[src/design/pgpm_pkg.sv]
// Package for the pixel to ground plane mapper: item, configuration and
// divider-lane types, status and register codes, and the 24-bit saturation.
// No dependencies.
`default_nettype none
package pgpm_pkg;

  localparam int DEN_W = 32;   // positive denominator magnitude
  localparam int REM_W = 64;   // numerator magnitude plus rounding half
  localparam int Q_W = 26;     // quotient bits kept; the top one means saturated
  localparam int CMP_W = 72;   // room for the denominator at the largest shift
  localparam int DIV_SHIFT = 14;

  localparam logic [1:0] ST_NONE = 2'd0;
  localparam logic [1:0] ST_OUT = 2'd1;
  localparam logic [1:0] ST_IN = 2'd2;

  localparam logic [2:0] REG_SINE_TILT = 3'd0;
  localparam logic [2:0] REG_COSINE_TILT = 3'd1;
  localparam logic [2:0] REG_SINE_PAN = 3'd2;
  localparam logic [2:0] REG_COSINE_PAN = 3'd3;
  localparam logic [2:0] REG_FOCAL = 3'd4;
  localparam logic [2:0] REG_MOUNT = 3'd5;
  localparam logic [2:0] REG_OFFSET = 3'd6;
  localparam logic [2:0] REG_M2P = 3'd7;

  typedef struct packed {
    logic [11:0] pixel_x;
    logic [11:0] pixel_y;
    logic [15:0] target_height;
  } in_t;

  typedef struct packed {
    logic [1:0] status;
    logic signed [23:0] world_x;
    logic signed [23:0] world_y;
    logic signed [23:0] world_z;
    logic signed [23:0] ground_u;
    logic signed [23:0] ground_v;
  } out_t;

  typedef struct packed {
    logic signed [15:0] sine_tilt;
    logic signed [15:0] cosine_tilt;
    logic signed [15:0] sine_pan;
    logic signed [15:0] cosine_pan;
    logic [12:0] focal_pixels;
    logic [15:0] mount_height;
    logic [22:0] ground_offset;
    logic [15:0] meters_to_pixels;
  } cfg_t;

  // One item as it travels down the divider chain; lanes are x, y, z.
  typedef struct packed {
    logic inv;
    logic [DEN_W-1:0] den;
    logic [2:0] neg;
    logic [2:0][REM_W-1:0] rem;
    logic [2:0][Q_W-1:0] quo;
  } div_t;

  function automatic logic signed [23:0] sat24(input logic signed [33:0] v);
    logic signed [23:0] r;
    if (v > 34'sd8388607) begin
      r = 24'sh7FFFFF;
    end else if (v < -34'sd8388608) begin
      r = 24'sh800000;
    end else begin
      r = v[23:0];
    end
    return r;
  endfunction

endpackage
`default_nettype wire

[src/design/pgpm_div_cell.sv]
// One cell of the divider chain: decides one quotient bit on all three lanes
// by a trial subtraction of the shifted divisor. Depends on pgpm_pkg.
`default_nettype none
module pgpm_div_cell #(
  parameter int BIT = 0
) (
  input  wire             clk_i,
  input  wire             rst_ni,
  input  wire             vld_i,
  input  pgpm_pkg::div_t  div_i,
  output logic            vld_o,
  output pgpm_pkg::div_t  div_o
);

  localparam int Shift = pgpm_pkg::DIV_SHIFT + BIT;

  logic [pgpm_pkg::CMP_W-1:0] divisor;
  logic [pgpm_pkg::CMP_W-1:0] trial [3];
  pgpm_pkg::div_t div_d;
  logic vld_q;

  always_comb begin
    divisor = pgpm_pkg::CMP_W'(div_i.den) << Shift;
    div_d = div_i;
    for (int l = 0; l < 3; l++) begin
      trial[l] = pgpm_pkg::CMP_W'(div_i.rem[l]) - divisor;
      if (pgpm_pkg::CMP_W'(div_i.rem[l]) >= divisor) begin
        div_d.rem[l] = trial[l][pgpm_pkg::REM_W-1:0];
        div_d.quo[l][BIT] = 1'b1;
      end
    end
  end

  always_ff @(posedge clk_i or negedge rst_ni) begin
    if (!rst_ni) begin
      vld_q <= 1'b0;
    end else begin
      vld_q <= vld_i;
    end
  end

  always_ff @(posedge clk_i) begin
    div_o <= div_d;
  end

  assign vld_o = vld_q;

endmodule
`default_nettype wire

[config.mk]
export PLATFORM = sky130hd
export DESIGN_NAME = pgpm_div_cell
export DESIGN_NICKNAME = d
export VERILOG_FILES = /design/src/design/pgpm_pkg.sv /design/src/design/pgpm_div_cell.sv
export SDC_FILE = /design/constraint.sdc
export NUM_CORES = 1
export LEC_CHECK = 0
export BUFFER_PORTS_ARGS = -buffer_cell sky130_fd_sc_hd__buf_4
export CAP_MARGIN = 20
export CORE_AREA = 2 2 240 242
export DETAILED_ROUTE_END_ITERATION = 12
export DIE_AREA = 0 0 242 244
export PLACE_DENSITY = 0.51
export SYNTH_ARGS = -nofsm -noshare
export SYNTH_HDL_FRONTEND = slang
export SYNTH_SLANG_ARGS = --single-unit
export TNS_END_PERCENT = 30
[constraint.sdc]
create_clock -name clk_i -period 0.8 [get_ports clk_i]
set_input_delay 0.08 -clock clk_i [delete_from_list [all_inputs] [get_ports clk_i]]
set_output_delay 0.08 -clock clk_i [all_outputs]
set_load 0.02 [all_outputs]
Yosys cells after proc, flatten, opt, wreduce, memory -nomap -nowiden
Cells that the tools add are included.

storage, ports and cells
  register bits = 307
  bits of input ports = 309
  output and inout port bits = 307
  logic and storage cells = 22

operators by class
  $add $sub $neg = 3
  magnitude comparators = 3
  muxes and demuxes = 3

operator list
  kind                                              number
  64-bit by 46-bit >= comparator with 1-bit output  3
  64-bit two-way mux                                3
  64-bit by 46-bit subtractor with 64-bit output    3

Logic depth before layout (Yosys ltp)
  word-level depth = 2
  mapped depth = 14
  depth with buffers taken out = 13

Worst setup path after synthesis
OpenSTA, ideal clock, no wires.

  path kind = input port to flip-flop
  start point = input div_i[220] (netlist bit)
  end point = register div_o[256] (netlist bit)
  setup time = 134 ps
  arrival time = 2869 ps
  data required time = 666 ps
  slack = -2202 ps
  cell stages on the path = 13
  path buffers = 0
  path through = inv_1 > ha_1 > inv_1 > fa_1 > a211oi_1 > o21ai_0 > o221ai_1 > nand2_1 > o31a_1 > a41oi_1 > o221ai_1 > nor4_1 > xor2_1

RTL lines
  element                 RTL line             text
  start: declaration      pgpm_div_cell.sv:10  input pgpm_pkg::div_t div_i,
  end signal: assignment  pgpm_div_cell.sv:43  div_o <= div_d;
  end: declaration        pgpm_div_cell.sv:12  output pgpm_pkg::div_t div_o

==> run metrics <==
P_leak=14.20 nW; commonest non-fill, non-tap cell in the layout=buf_4; CP Class=in2reg; Root Buffer=clkbuf_16; die width=242 um; max-slew violation count=0; Hold WS=-0.2285 ns; Final Core Density=55.94%; Top Ports=616; worst hold-check path type=in2reg; PD cells=1730 mW/mm2; Vias=17472; first-pass GRT wire length=106.1 mm; worst-path fanout max=3; Syn Area/Cell=9.108 um2; DR vias/cell=4.580; placed inst area=0.02387 mm2; Rel. slew slack=58.37%; total wire length=73.50 mm; drt pass-1 iters=5; share of cells above drive strength 1=54.01%; Worst Path Required=1.28 ns; Die H=244 um; Worst-path clk slew=0.06 ns; Layout Nets=3439; Total GRT Usage=23.10%; ANT nets after route=0; top cells by area, synth=dfxtp_1 44%, ha_1 8.6%, xor2_1 4.7%, a21oi_1 4.4%, o21ai_0 4.2%; Gate Count Post-Synth=1540; Hold Crit Start=div_i[273]; Syn Nets=1948; Synth cell types=69; Max-Cap Viols=0; DR WL/cell=19.27 um; commonest cells after routing, fill and taps aside=1111 x buf_4, 306 x dlygate4sd3_1, 304 x dfxtp_1; Inserted Clock Buffers=37; RSZ-0062 raised after global routing=true; fin crit share=304.6%; main flop type after synthesis=dfxtp_1; final setup vio count=460; row count=87; crit path DAT=2.92 ns; Synth Cell Area=0.01403 mm2; EDFF count, synth=0; drc violations=0; Max Freq=0.4104 GHz; Worst Hold Endpoint=div_o[273]; setup ws final=-1.636 ns; status=complete, but fails checks; pin count of the biggest net entering global routing=41; CP Launch Type=input pin; Area growth syn-to-layout=124.0%; Final min period=2.436 ns; Yosys top cell by area=dfxtp_1; Synth Register Bits=307; YS warnings=0; Post-synth ARST share=0.3257%; sequential area share after synthesis=43.85%; CTS tree=done; Max Buffers Root-to-Sink=3; PnR Total Power=54.36 mW; Final Hold Violating Endpoints=6; GPL Wtd Cong=0.9112; Filler Cells Inserted=4955; HPWL after DPL=54.07 mm; highest ir drop seen on vdd=1.637 mV; DR iter-0 viols=634; H-tree Lvls=2; post-synth top area share=43.68%; vias in the first global route=17923; clock sink count=307; Final Cell Area=0.03142 mm2; die area=0.05905 mm2; failing checks=negative hold slack, negative setup slack; initial core utilization=24.97%; port bufs=615; core area=0.05617 mm2; Hold Crit Depth=2; final global-route overflow total=0; Setup crit end kind=flop; initial antenna violation count=4; Slew @ Worst Pin=0.6188 ns
critical path, stage by stage:
cell and delay [ns]:
buf_8 0.08, clkinvlp_4 0.17, ha_4 0.32, nand4_1 0.12, or4_4 0.55, o21a_1 0.22, and4bb_4 0.22, or3_4 0.37
or4_4 0.45, nor4_4 0.16, xor2_1 0.17
routing by layer:
layer  global-route usage (%)  wire length [um]
met2                    42.18             37710
met3                    5.520              4512
met5                        0                39
met4                    5.864              1675
met1                    26.99             29560
final cells by class:
type / instances / area [um2] / share of cell area, %
Multi-Input combinational cell: 1110 / 9836 / 31.30
Tap cell: 756 / 945.9 / 3.010
Inverter: 61 / 336.6 / 1.071
Clock buffer: 48 / 1050 / 3.341
Timing Repair Buffer: 1514 / 12870 / 40.97
Sequential cell: 307 / 6158 / 19.60
Clock inverter: 17 / 215.2 / 0.6849
Antenna cell: 2 / 5.005 / 0.01593
stage by stage:
step / instances / TNS, ns / hold WS, ns / setup WS (ns)
2_1_floorplan: 1540 / -239.92 / -0.2156 / -1.855
3_3_place_gp: 3353 / -315.17 / -0.1450 / -2.302
3_5_place_dp: 3353 / -314.87 / -0.1444 / -2.330
4_1_cts: 3753 / -306.86 / -0.2665 / -1.628
5_1_grt: 3813 / -326.55 / -0.2570 / -1.763
6_report: 3815 / -299.39 / -0.2285 / -1.636
Yosys cell counts, types with 5 or more instances:
| master | instances |
|---|---|
| dfxtp_1 | 306 |
| nand2_1 | 143 |
| a21oi_1 | 123 |
| o21ai_0 | 119 |
| ha_1 | 96 |
| nor2_1 | 90 |
| xor2_1 | 75 |
| xnor2_1 | 63 |
| inv_1 | 61 |
| clkbuf_1 | 52 |
| nor3_1 | 37 |
| a21o_1 | 35 |
| nand3_1 | 30 |
| nand4_1 | 29 |
| nor4_1 | 27 |
| o21a_1 | 15 |
| or4_1 | 15 |
| o211ai_1 | 14 |
| nand2b_1 | 13 |
| a211oi_1 | 12 |
| mux2_2 | 12 |
| o21bai_1 | 12 |
| nor4b_1 | 11 |
| and3_1 | 10 |
| or2_2 | 10 |
| buf_2 | 9 |
| nor2b_1 | 9 |
| a31oi_1 | 8 |
| a2111oi_0 | 7 |
| o31ai_1 | 7 |
| or3_1 | 7 |
| a311oi_1 | 6 |
| a21boi_0 | 5 |
| and4_1 | 5 |
how the worst max path moves through the flow:
stage	slack, ns	end	cells after the start	start
floorplan	-1.86	div_o[268]	11	div_i[281]
global placement	-2.30	div_o[260]	12	div_i[214]
detailed placement	-2.33	div_o[268]	11	div_i[214]
CTS	-1.63	div_o[256]	13	div_i[275]
global route	-1.76	div_o[268]	12	div_i[292]
finish	-1.64	div_o[268]	11	div_i[278]
power by group:
part,switching (mW),internal [mW],total [mW]
Clock,6.91,10.6,17.5
Combinational,9.41,9.79,19.2
Sequential,0.614,17.0,17.6
flip-flops by register name (all words and copies together) (netlist names):
| register | count |
|---|---|
| div_o | 306 |
| vld_o | 1 |
what timing repair did:
| item | in CTS | in global routing |
|---|---|---|
| buffers inserted | 31 | 57 |
| resized for setup | 220 | 335 |
| endpoints found under the hold margin | 308 | 10 |
| hold buffers | 301 | 5 |
| pin swaps | 59 | 142 |
| endpoints found under the setup margin | 460 | 460 |
| cloned | 6 | 13 |
logic make-up (layout without fill, tap and decap cells):
group / Yosys count / in the layout / synth area share [%]
compound gates: 404 / 404 / 17.73
xor+xnor: 138 / 138 / 8.617
fa+ha+maj: 99 / 99 / 8.992
buf+inv: 123 / 1640 / 3.372
flops: 307 / 307 / 43.85
mux: 13 / 13 / 1.035
other cells: 0 / 2 / 0
simple gates: 456 / 456 / 16.40
Power figures use the tool's default switching activity.
