`src/design/pgpm_pkg.sv`:
```
// Package for the pixel to ground plane mapper: item, configuration and
// divider-lane types, status and register codes, and the 24-bit saturation.
// No dependencies.
`default_nettype none
package pgpm_pkg;

  localparam int DEN_W = 32;   // positive denominator magnitude
  localparam int REM_W = 64;   // numerator magnitude plus rounding half
  localparam int Q_W = 26;     // quotient bits kept; the top one means saturated
  localparam int CMP_W = 72;   // room for the denominator at the largest shift
  localparam int DIV_SHIFT = 14;

  localparam logic [1:0] ST_NONE = 2'd0;
  localparam logic [1:0] ST_OUT = 2'd1;
  localparam logic [1:0] ST_IN = 2'd2;

  localparam logic [2:0] REG_SINE_TILT = 3'd0;
  localparam logic [2:0] REG_COSINE_TILT = 3'd1;
  localparam logic [2:0] REG_SINE_PAN = 3'd2;
  localparam logic [2:0] REG_COSINE_PAN = 3'd3;
  localparam logic [2:0] REG_FOCAL = 3'd4;
  localparam logic [2:0] REG_MOUNT = 3'd5;
  localparam logic [2:0] REG_OFFSET = 3'd6;
  localparam logic [2:0] REG_M2P = 3'd7;

  typedef struct packed {
    logic [11:0] pixel_x;
    logic [11:0] pixel_y;
    logic [15:0] target_height;
  } in_t;

  typedef struct packed {
    logic [1:0] status;
    logic signed [23:0] world_x;
    logic signed [23:0] world_y;
    logic signed [23:0] world_z;
    logic signed [23:0] ground_u;
    logic signed [23:0] ground_v;
  } out_t;

  typedef struct packed {
    logic signed [15:0] sine_tilt;
    logic signed [15:0] cosine_tilt;
    logic signed [15:0] sine_pan;
    logic signed [15:0] cosine_pan;
    logic [12:0] focal_pixels;
    logic [15:0] mount_height;
    logic [22:0] ground_offset;
    logic [15:0] meters_to_pixels;
  } cfg_t;

  // One item as it travels down the divider chain; lanes are x, y, z.
  typedef struct packed {
    logic inv;
    logic [DEN_W-1:0] den;
    logic [2:0] neg;
    logic [2:0][REM_W-1:0] rem;
    logic [2:0][Q_W-1:0] quo;
  } div_t;

  function automatic logic signed [23:0] sat24(input logic signed [33:0] v);
    logic signed [23:0] r;
    if (v > 34'sd8388607) begin
      r = 24'sh7FFFFF;
    end else if (v < -34'sd8388608) begin
      r = 24'sh800000;
    end else begin
      r = v[23:0];
    end
    return r;
  endfunction

endpackage
`default_nettype wire

```
`src/design/pgpm_back.sv`:
```
// Back end of the mapper: signs the quotients, offsets world x, saturates, scales
// to ground-image pixels and sets the status. Depends on pgpm_pkg.
`default_nettype none
module pgpm_back #(
  parameter int GROUND_COLS = 4096,
  parameter int GROUND_ROWS = 4096
) (
  input  wire             clk_i,
  input  wire             rst_ni,
  input  wire             vld_i,
  input  pgpm_pkg::div_t  div_i,
  input  pgpm_pkg::cfg_t  cfg_i,
  output logic            done_o,
  output pgpm_pkg::out_t  result_o
);

  localparam logic signed [33:0] ColLim = 34'(GROUND_COLS) <<< 8;
  localparam logic signed [33:0] RowLim = 34'(GROUND_ROWS) <<< 8;

  // Rounded division by 256, ties away from zero.
  function automatic logic signed [33:0] rnd256(input logic signed [40:0] p);
    logic [40:0] mag;
    logic [32:0] q;
    mag = p[40] ? 41'(-p) : 41'(p);
    q = 33'((mag + 41'd128) >> 8);
    return p[40] ? -$signed({1'b0, q}) : $signed({1'b0, q});
  endfunction

  // stage 1: signed world values
  logic signed [27:0] qx, qy, qz;
  logic b1_q, inv1_q;
  logic signed [23:0] wx_q, wy_q, wz_q;

  always_comb begin
    qx = div_i.neg[0] ? -$signed({2'b00, div_i.quo[0]}) : $signed({2'b00, div_i.quo[0]});
    qy = div_i.neg[1] ? -$signed({2'b00, div_i.quo[1]}) : $signed({2'b00, div_i.quo[1]});
    qz = div_i.neg[2] ? -$signed({2'b00, div_i.quo[2]}) : $signed({2'b00, div_i.quo[2]});
  end

  always_ff @(posedge clk_i) begin
    inv1_q <= div_i.inv;
    wx_q <= pgpm_pkg::sat24(34'(qx) + 34'($signed({1'b0, cfg_i.ground_offset})));
    wy_q <= pgpm_pkg::sat24(34'(qy));
    wz_q <= pgpm_pkg::sat24(34'(qz));
  end

  // stage 2: scale products
  logic b2_q, inv2_q;
  logic signed [23:0] wx2_q, wy2_q, wz2_q;
  logic signed [40:0] pu_q, pv_q;

  always_ff @(posedge clk_i) begin
    inv2_q <= inv1_q;
    wx2_q <= wx_q;
    wy2_q <= wy_q;
    wz2_q <= wz_q;
    pu_q <= 41'(wz_q * $signed({1'b0, cfg_i.meters_to_pixels}));
    pv_q <= 41'(wx_q * $signed({1'b0, cfg_i.meters_to_pixels}));
  end

  // stage 3: rounding, bounds and output register
  logic signed [33:0] u, v;
  pgpm_pkg::out_t res_d;
  logic done_q;

  always_comb begin
    u = rnd256(pu_q);
    v = rnd256(pv_q);
    res_d = '0;
    if (!inv2_q) begin
      res_d.status = (u >= 34'sd0 && u < ColLim && v >= 34'sd0 && v < RowLim)
                     ? pgpm_pkg::ST_IN : pgpm_pkg::ST_OUT;
      res_d.world_x = wx2_q;
      res_d.world_y = wy2_q;
      res_d.world_z = wz2_q;
      res_d.ground_u = pgpm_pkg::sat24(u);
      res_d.ground_v = pgpm_pkg::sat24(v);
    end
  end

  always_ff @(posedge clk_i or negedge rst_ni) begin
    if (!rst_ni) begin
      b1_q <= 1'b0;
      b2_q <= 1'b0;
      done_q <= 1'b0;
    end else begin
      b1_q <= vld_i;
      b2_q <= b1_q;
      done_q <= b2_q;
    end
  end

  always_ff @(posedge clk_i) begin
    result_o <= res_d;
  end

  assign done_o = done_q;

endmodule
`default_nettype wire

```
`config.mk`:
```
export PLATFORM = sky130hd
export DESIGN_NAME = pgpm_back
export DESIGN_NICKNAME = d
export VERILOG_FILES = /design/src/design/pgpm_pkg.sv /design/src/design/pgpm_back.sv
export SDC_FILE = /design/constraint.sdc
export NUM_CORES = 2
export LEC_CHECK = 0
export BUFFER_PORTS_ARGS = -buffer_cell sky130_fd_sc_hd__buf_2
export CORE_AREA = 2 2 319 321
export CTS_CLUSTER_SIZE = 8
export DETAILED_ROUTE_END_ITERATION = 10
export DIE_AREA = 0 0 321 323
export GPL_TIMING_DRIVEN = 0
export HOLD_SLACK_MARGIN = 0.03
export MAX_ROUTING_LAYER = met4
export PLACE_DENSITY = 0.65
export SETUP_SLACK_MARGIN = 0.1
export SLEW_MARGIN = 20
export SYNTH_ARGS = -nofsm -noshare
export SYNTH_HDL_FRONTEND = slang
export SYNTH_SLANG_ARGS = --single-unit
```
`constraint.sdc`:
```
create_clock -name clk_i -period 8.9 [get_ports clk_i]
set_input_delay 2.67 -clock clk_i [delete_from_list [all_inputs] [get_ports clk_i]]
set_output_delay 2.67 -clock clk_i [all_outputs]
set_load 0.02 [all_outputs]
```
# Word-level counts from Yosys, hierarchy flattened
# Cells that the tools add are included.
[classes] add_sub_neg=10 mul=2 div=0 magnitude_cmp=14 eq_ne=0 shifts=0 muxes=15 bitwise=0 n_reduce_logical=5
[op_table] cell="$mux 24" count=5
[op_table] cell="$mux 28" count=3
[op_table] cell="$neg 26->28" count=3
[op_table] cell="$add 41x8->41 const B" count=2
[op_table] cell="$mul 24x17->41" count=2
[op_table] cell="$mux 41" count=2
[op_table] cell="$neg 41->41" count=2
[op_table] cell="$ge 34x1->1 const B" count=2
[op_table] cell="$gt 34x24->1 const B" count=2
[op_table] cell="$lt 34x22->1 const B" count=2
[op_table] cell="$lt 34x24->1 const B" count=2
[op_table] cell="$mux 34" count=2
[op_table] cell="$neg 33->34" count=2
[op_table] cell="$gt 28x24->1 const B" count=2
[op_table] cell="$lt 28x24->1 const B" count=2
[op_table] cell="$mux 23" count=2
[op_table] cell="$add 28x24->29" count=1
[op_table] cell="$gt 29x24->1 const B" count=1
[op_table] cell="$lt 29x24->1 const B" count=1
[op_table] cell="$reduce_or 2->1" count=2
[op_table] cell="$logic_and 1x1->1" count=3
[op_table] cell="$mux 2" count=1
[word_totals] reg_bits=353 latch_bits=0 ram_bits=0 romBits=0 elab_cells=67 mem_count=0

# Logic depth before layout (Yosys ltp)
[logic_depth] ltp_word=10 depth_mapped=32 mapped_depth_nobuf=29

# Least setup slack after synthesis
# Ideal clock, no wire load.
[synth_timing] kind="in2reg" from="input port cfg_i[10] (netlist bit)" to="register pv_q[40]" arrival_time_ps=9440 t_required_ps=8828 path_slack_ps=-612 cell_stages=28 cell_sequence="clkbuf_1 clkbuf_1 nand2_1 fa_1 inv_1 fa_1 inv_1 fa_1 inv_1 fa_1 inv_1 fa_1 inv_1 fa_1 ha_1 a21o_1 a21oi_1 nor2b_1 a41oi_1 a31oi_1 o211ai_1 a31oi_1 a41o_1 o41ai_1 o2111ai_1 a31o_2 a21oi_1 xnor2_1"
[synth_between] elab_chain_len=1
[synth_rtl] element="start, declared" line_no="pgpm_back.sv:12" text="input pgpm_pkg::cfg_t cfg_i,"
[synth_rtl] element="$mul 24x17->41" line_no="pgpm_back.sv:58" text="pv_q <= 41'(wx_q * $signed({1'b0, cfg_i.meters_to_pixels}));"
[synth_rtl] element="end signal, assigned" line_no="pgpm_back.sv:58"
[synth_rtl] element="end, declared" line_no="pgpm_back.sv:50" text="logic signed [40:0] pu_q, pv_q;"
# No other way between the ends.
# A chain may end at the register's enable or synchronous reset.

# Worst setup path after layout
[layout_timing] from="input port cfg_i[4] (netlist bit)" to="register pv_q[40]"
# The elaborated chain is that of the path after synthesis.

==> reports/results.tsv <==
stage	metric	value	unit
clock_tree	CTS tree	built	
floorplanning	row count	117	
clock_tree	CTS max path bufs	3	
grt	M2 GR Usage	47.1	%
drt	drt pass-1 iters	5	
logic_synthesis	Mapped Cells	5275	
logic_synthesis	Yosys cell types	106	
drt	Iter 0 DRT Violations	2566	
logic_synthesis	sequential area share after synthesis	15.4	%
setup_path	worst setup path endpoint	pv_q[40]	
clock_tree	CTS hold repair buffers	0	
logic_synthesis	Adder-Cell Fraction of Synth Area	39.3	%
logic_synthesis	largest family of logic cells by synthesized area	adder cells	
timing	hold slack	0.319	ns
cells_and_area	NumNets Final	7014	
setup_path	Critical Path Sink Type	flip-flop	
floorplanning	Core Area	101000	um2
drt	DRC	0	
timing	Slew HR	27.2	%
setup_path	Startpoint Class	input port	
timing	Final setup viols	0	
logic_synthesis	xor/xnor share of the synthesized area	5.25	%
logic_synthesis	Synth Area in Compound Gates	10.8	%
logic_synthesis	asr flop ratio synth	0.850	%
timing	Max Freq	115	MHz
clock_tree	clock-pin slew on the worst setup and hold paths	0.05	ns
placement	GP Congestion	0.986	
logic_synthesis	simple-gate share of the synthesized area	18.5	%
timing	Final Hold Viols	0	
grt	initial antenna violation count	13	
floorplanning	DIE HEIGHT	323	um
setup_path	critical path class	input port to flip-flop	
job	Maximum Capacitance Violations	0	
clock_tree	H-tree depth	2	
clock_tree	clock sink count	353	
grt	met1 usage	34.8	%
cells_and_area	P&R area growth vs syn	12.3	%
logic_synthesis	Post-synth EDFFs	0	
floorplanning	die area	104000	um2
logic_synthesis	Mapped Nets	6704	
drt	vias per inst	5.45	
grt	GR peak layer	met2	
drt	Vias	37700	
cells_and_area	share of layout cells above drive strength 1	10.5	%
logic_synthesis	Most used DFF post-synth	dfxtp_1	
setup_path	Reg2Reg Depth	31	
cells_and_area	most frequent cells in the layout	972 x inv_1, 748 x fa_1, 730 x nand2_1	
drt	WL final	145000	um
drt	DRT antenna net count	0	
grt	Global Route Usage Sum	29.2	%
timing	RSZ-0062 raised after global routing	yes	
logic_synthesis	Post-Syn Area	45800	um2
grt	GR Layer Usage met3	6.05	%
grt	global-route wire length before repair	223000	um
cells_and_area	fin area	51500	um2
logic_synthesis	Yosys reg bits	353	
run_status	outcome	finished clean	
grt	largest net degree at the start of global routing	17	
worst_hold_path	Hold WC Path Type	flip-flop to flip-flop	
clock_tree	Inserted Clock Buffers	53	
grt	number of global-route vias before repair	38800	
timing	worst-margin pin slew	1.09	ns
floorplanning	IO Count	564	
timing	crit path time final	8.70	ns
setup_path	crit path DAT	9.29	ns
grt	total global routing overflow	0	
floorplanning	Starting Density	45.5	%
setup_path	CP Max Fanout	10	
setup_path	R2R Setup Slk	0.61	ns
placement	Placed Area	48900	um2
setup_path	reg2reg start	pu_q[40]	
setup_path	critical path required time	9.48	ns
timing	final worst path period share	97.8	%
cells_and_area	Finished Core Util	51.1	%
placement	Port-buffer cells	228	
placement	Detail Placement HPWL	115000	um
logic_synthesis	Avg Cell Area, Syn	8.69	um2
cells_and_area	most common cell after layout, fill and taps aside	inv_1	
timing	setup ws final	0.196	ns
setup_path	CP startpoint	cfg_i[4]	
clock_tree	CTS root buf	clkbuf_16	
timing	final max-slew violation count	0	
placement	pre-CTS setup slack	-1.80	ns
floorplanning	Die X-Extent	321	um
clock_tree	clock latency on the worst-skew pair	0.70	ns
drt	Routed wire per std cell	20.9	um
cells_and_area	Filler Cell Count	9540	
logic_synthesis	YS warnings	0	
setup_path	reg2reg end	result_o[121]	
timing	Setup Skew	0.0600	ns
worst_hold_path	worst hold start	wy_q[8]	
logic_synthesis	mux contribution to synthesized area	0.459	%
[per-stage QoR]
step	setup TNS [ns]	instances
after CTS	0	6888
after detailed placement	-74.20	6814
final	0	6916
after global routing	0	6911
after global placement	-97.32	6812
after floorplan	0	5275
[cells by family (layout without fill, tap and decap cells)]
logic type,Yosys count,in the layout
buffers and inverters,1216,1539
muxes,20,20
DFF,353,353
AOI/OAI and AO/OA,718,718
xor gates and xnor gates,275,275
adders and majority gates,988,988
other,0,9
and+or+nand+nor,1705,1705
[timing repair]
| item | 4_1_cts | 5_1_grt |
|---|---|---|
| endpoints found under the hold margin | 0 | 0 |
| endpoints found under the setup margin | 72 | 59 |
| cloned | 0 | 0 |
| gates resized for setup | 104 | 163 |
| setup buffers | 6 | 20 |
| pin swaps | 8 | 21 |
[critical path, stage by stage]
cell and delay (ns):
buf_8 0.15, buf_12 0.18, nand2_1 0.09, fa_1 0.58, inv_1 0.05, fa_1 0.47
fa_2 0.40, fa_1 0.62, inv_1 0.08, fa_1 0.51, fa_1 0.55, inv_1 0.07
ha_4 0.26, and2_1 0.19, and3_1 0.20, o311ai_2 0.11, a31oi_2 0.17, o211ai_1 0.34
a31oi_2 0.20, a41o_2 0.35, o41ai_4 0.35, o2111ai_2 0.18, a31o_2 0.27, a21oi_2 0.12
xnor2_1 0.12
[worst min-delay path by stage]
| stage | slack (ns) | depth (start not counted) | end |
|---|---|---|---|
| floorplan | 0.31 | 0 | inv2_q |
| global placement | 0.31 | 0 | wy2_q[13] |
| detailed placement | 0.31 | 0 | wy2_q[0] |
| CTS | 0.32 | 0 | wy2_q[8] |
| global route | 0.32 | 0 | wy2_q[8] |
| finish | 0.32 | 0 | wy2_q[8] |
[Yosys cell counts (71+ instances only)]
cell | n | share of area [%]
dfxtp_1 | 350 | 15
or3_1 | 71 | 0.97
xor2_1 | 94 | 1.8
xnor2_1 | 181 | 3.5
nor2b_1 | 95 | 1.3
a21oi_1 | 138 | 1.5
clkbuf_1 | 212 | 1.7
nor3_1 | 78 | 0.85
nor2_1 | 172 | 1.4
and2_1 | 279 | 3.8
fa_1 | 755 | 33
nand2_1 | 733 | 6.0
ha_1 | 233 | 6.4
o21ai_0 | 163 | 1.8
inv_1 | 974 | 8.0
[metal layers]
| layer | vias up | share of wire, % |
|---|---|---|
| met5 | - | 0 |
| met4 | 0 | 5.7 |
| met3 | 403 | 8.5 |
| met2 | 1469 | 47 |
| met1 | 18600 | 39 |
| li1 | 17300 | - |
[final cells by class]
type	instances	area, um2	share of cell area, %
Antenna cell	9	22.5	0.0438
Clock inverter	8	158	0.306
Inverter	976	3660	7.12
Multi-Input combinational cell	3706	34500	67.1
Buffer	239	1630	3.17
Clock buffer	60	1400	2.72
Timing Repair Buffer	256	1360	2.64
Tap cell	1309	1640	3.18
Sequential cell	353	7080	13.8
[flip-flops by register name, summed over array words and instances, names as in the netlist]
| signal | cells |
|---|---|
| b1_q | 1 |
| b2_q | 1 |
| done_o | 1 |
| inv1_q | 1 |
| inv2_q | 1 |
| pu_q | 41 |
| pv_q | 41 |
| result_o | 122 |
| wx2_q | 24 |
| wx_q | 24 |
| wy2_q | 24 |
| wy_q | 24 |
| wz2_q | 24 |
| wz_q | 24 |
Power is left out: the tool's default activity adds up to more than one toggle a clock period on the data nets, which glitch-free logic cannot reach.
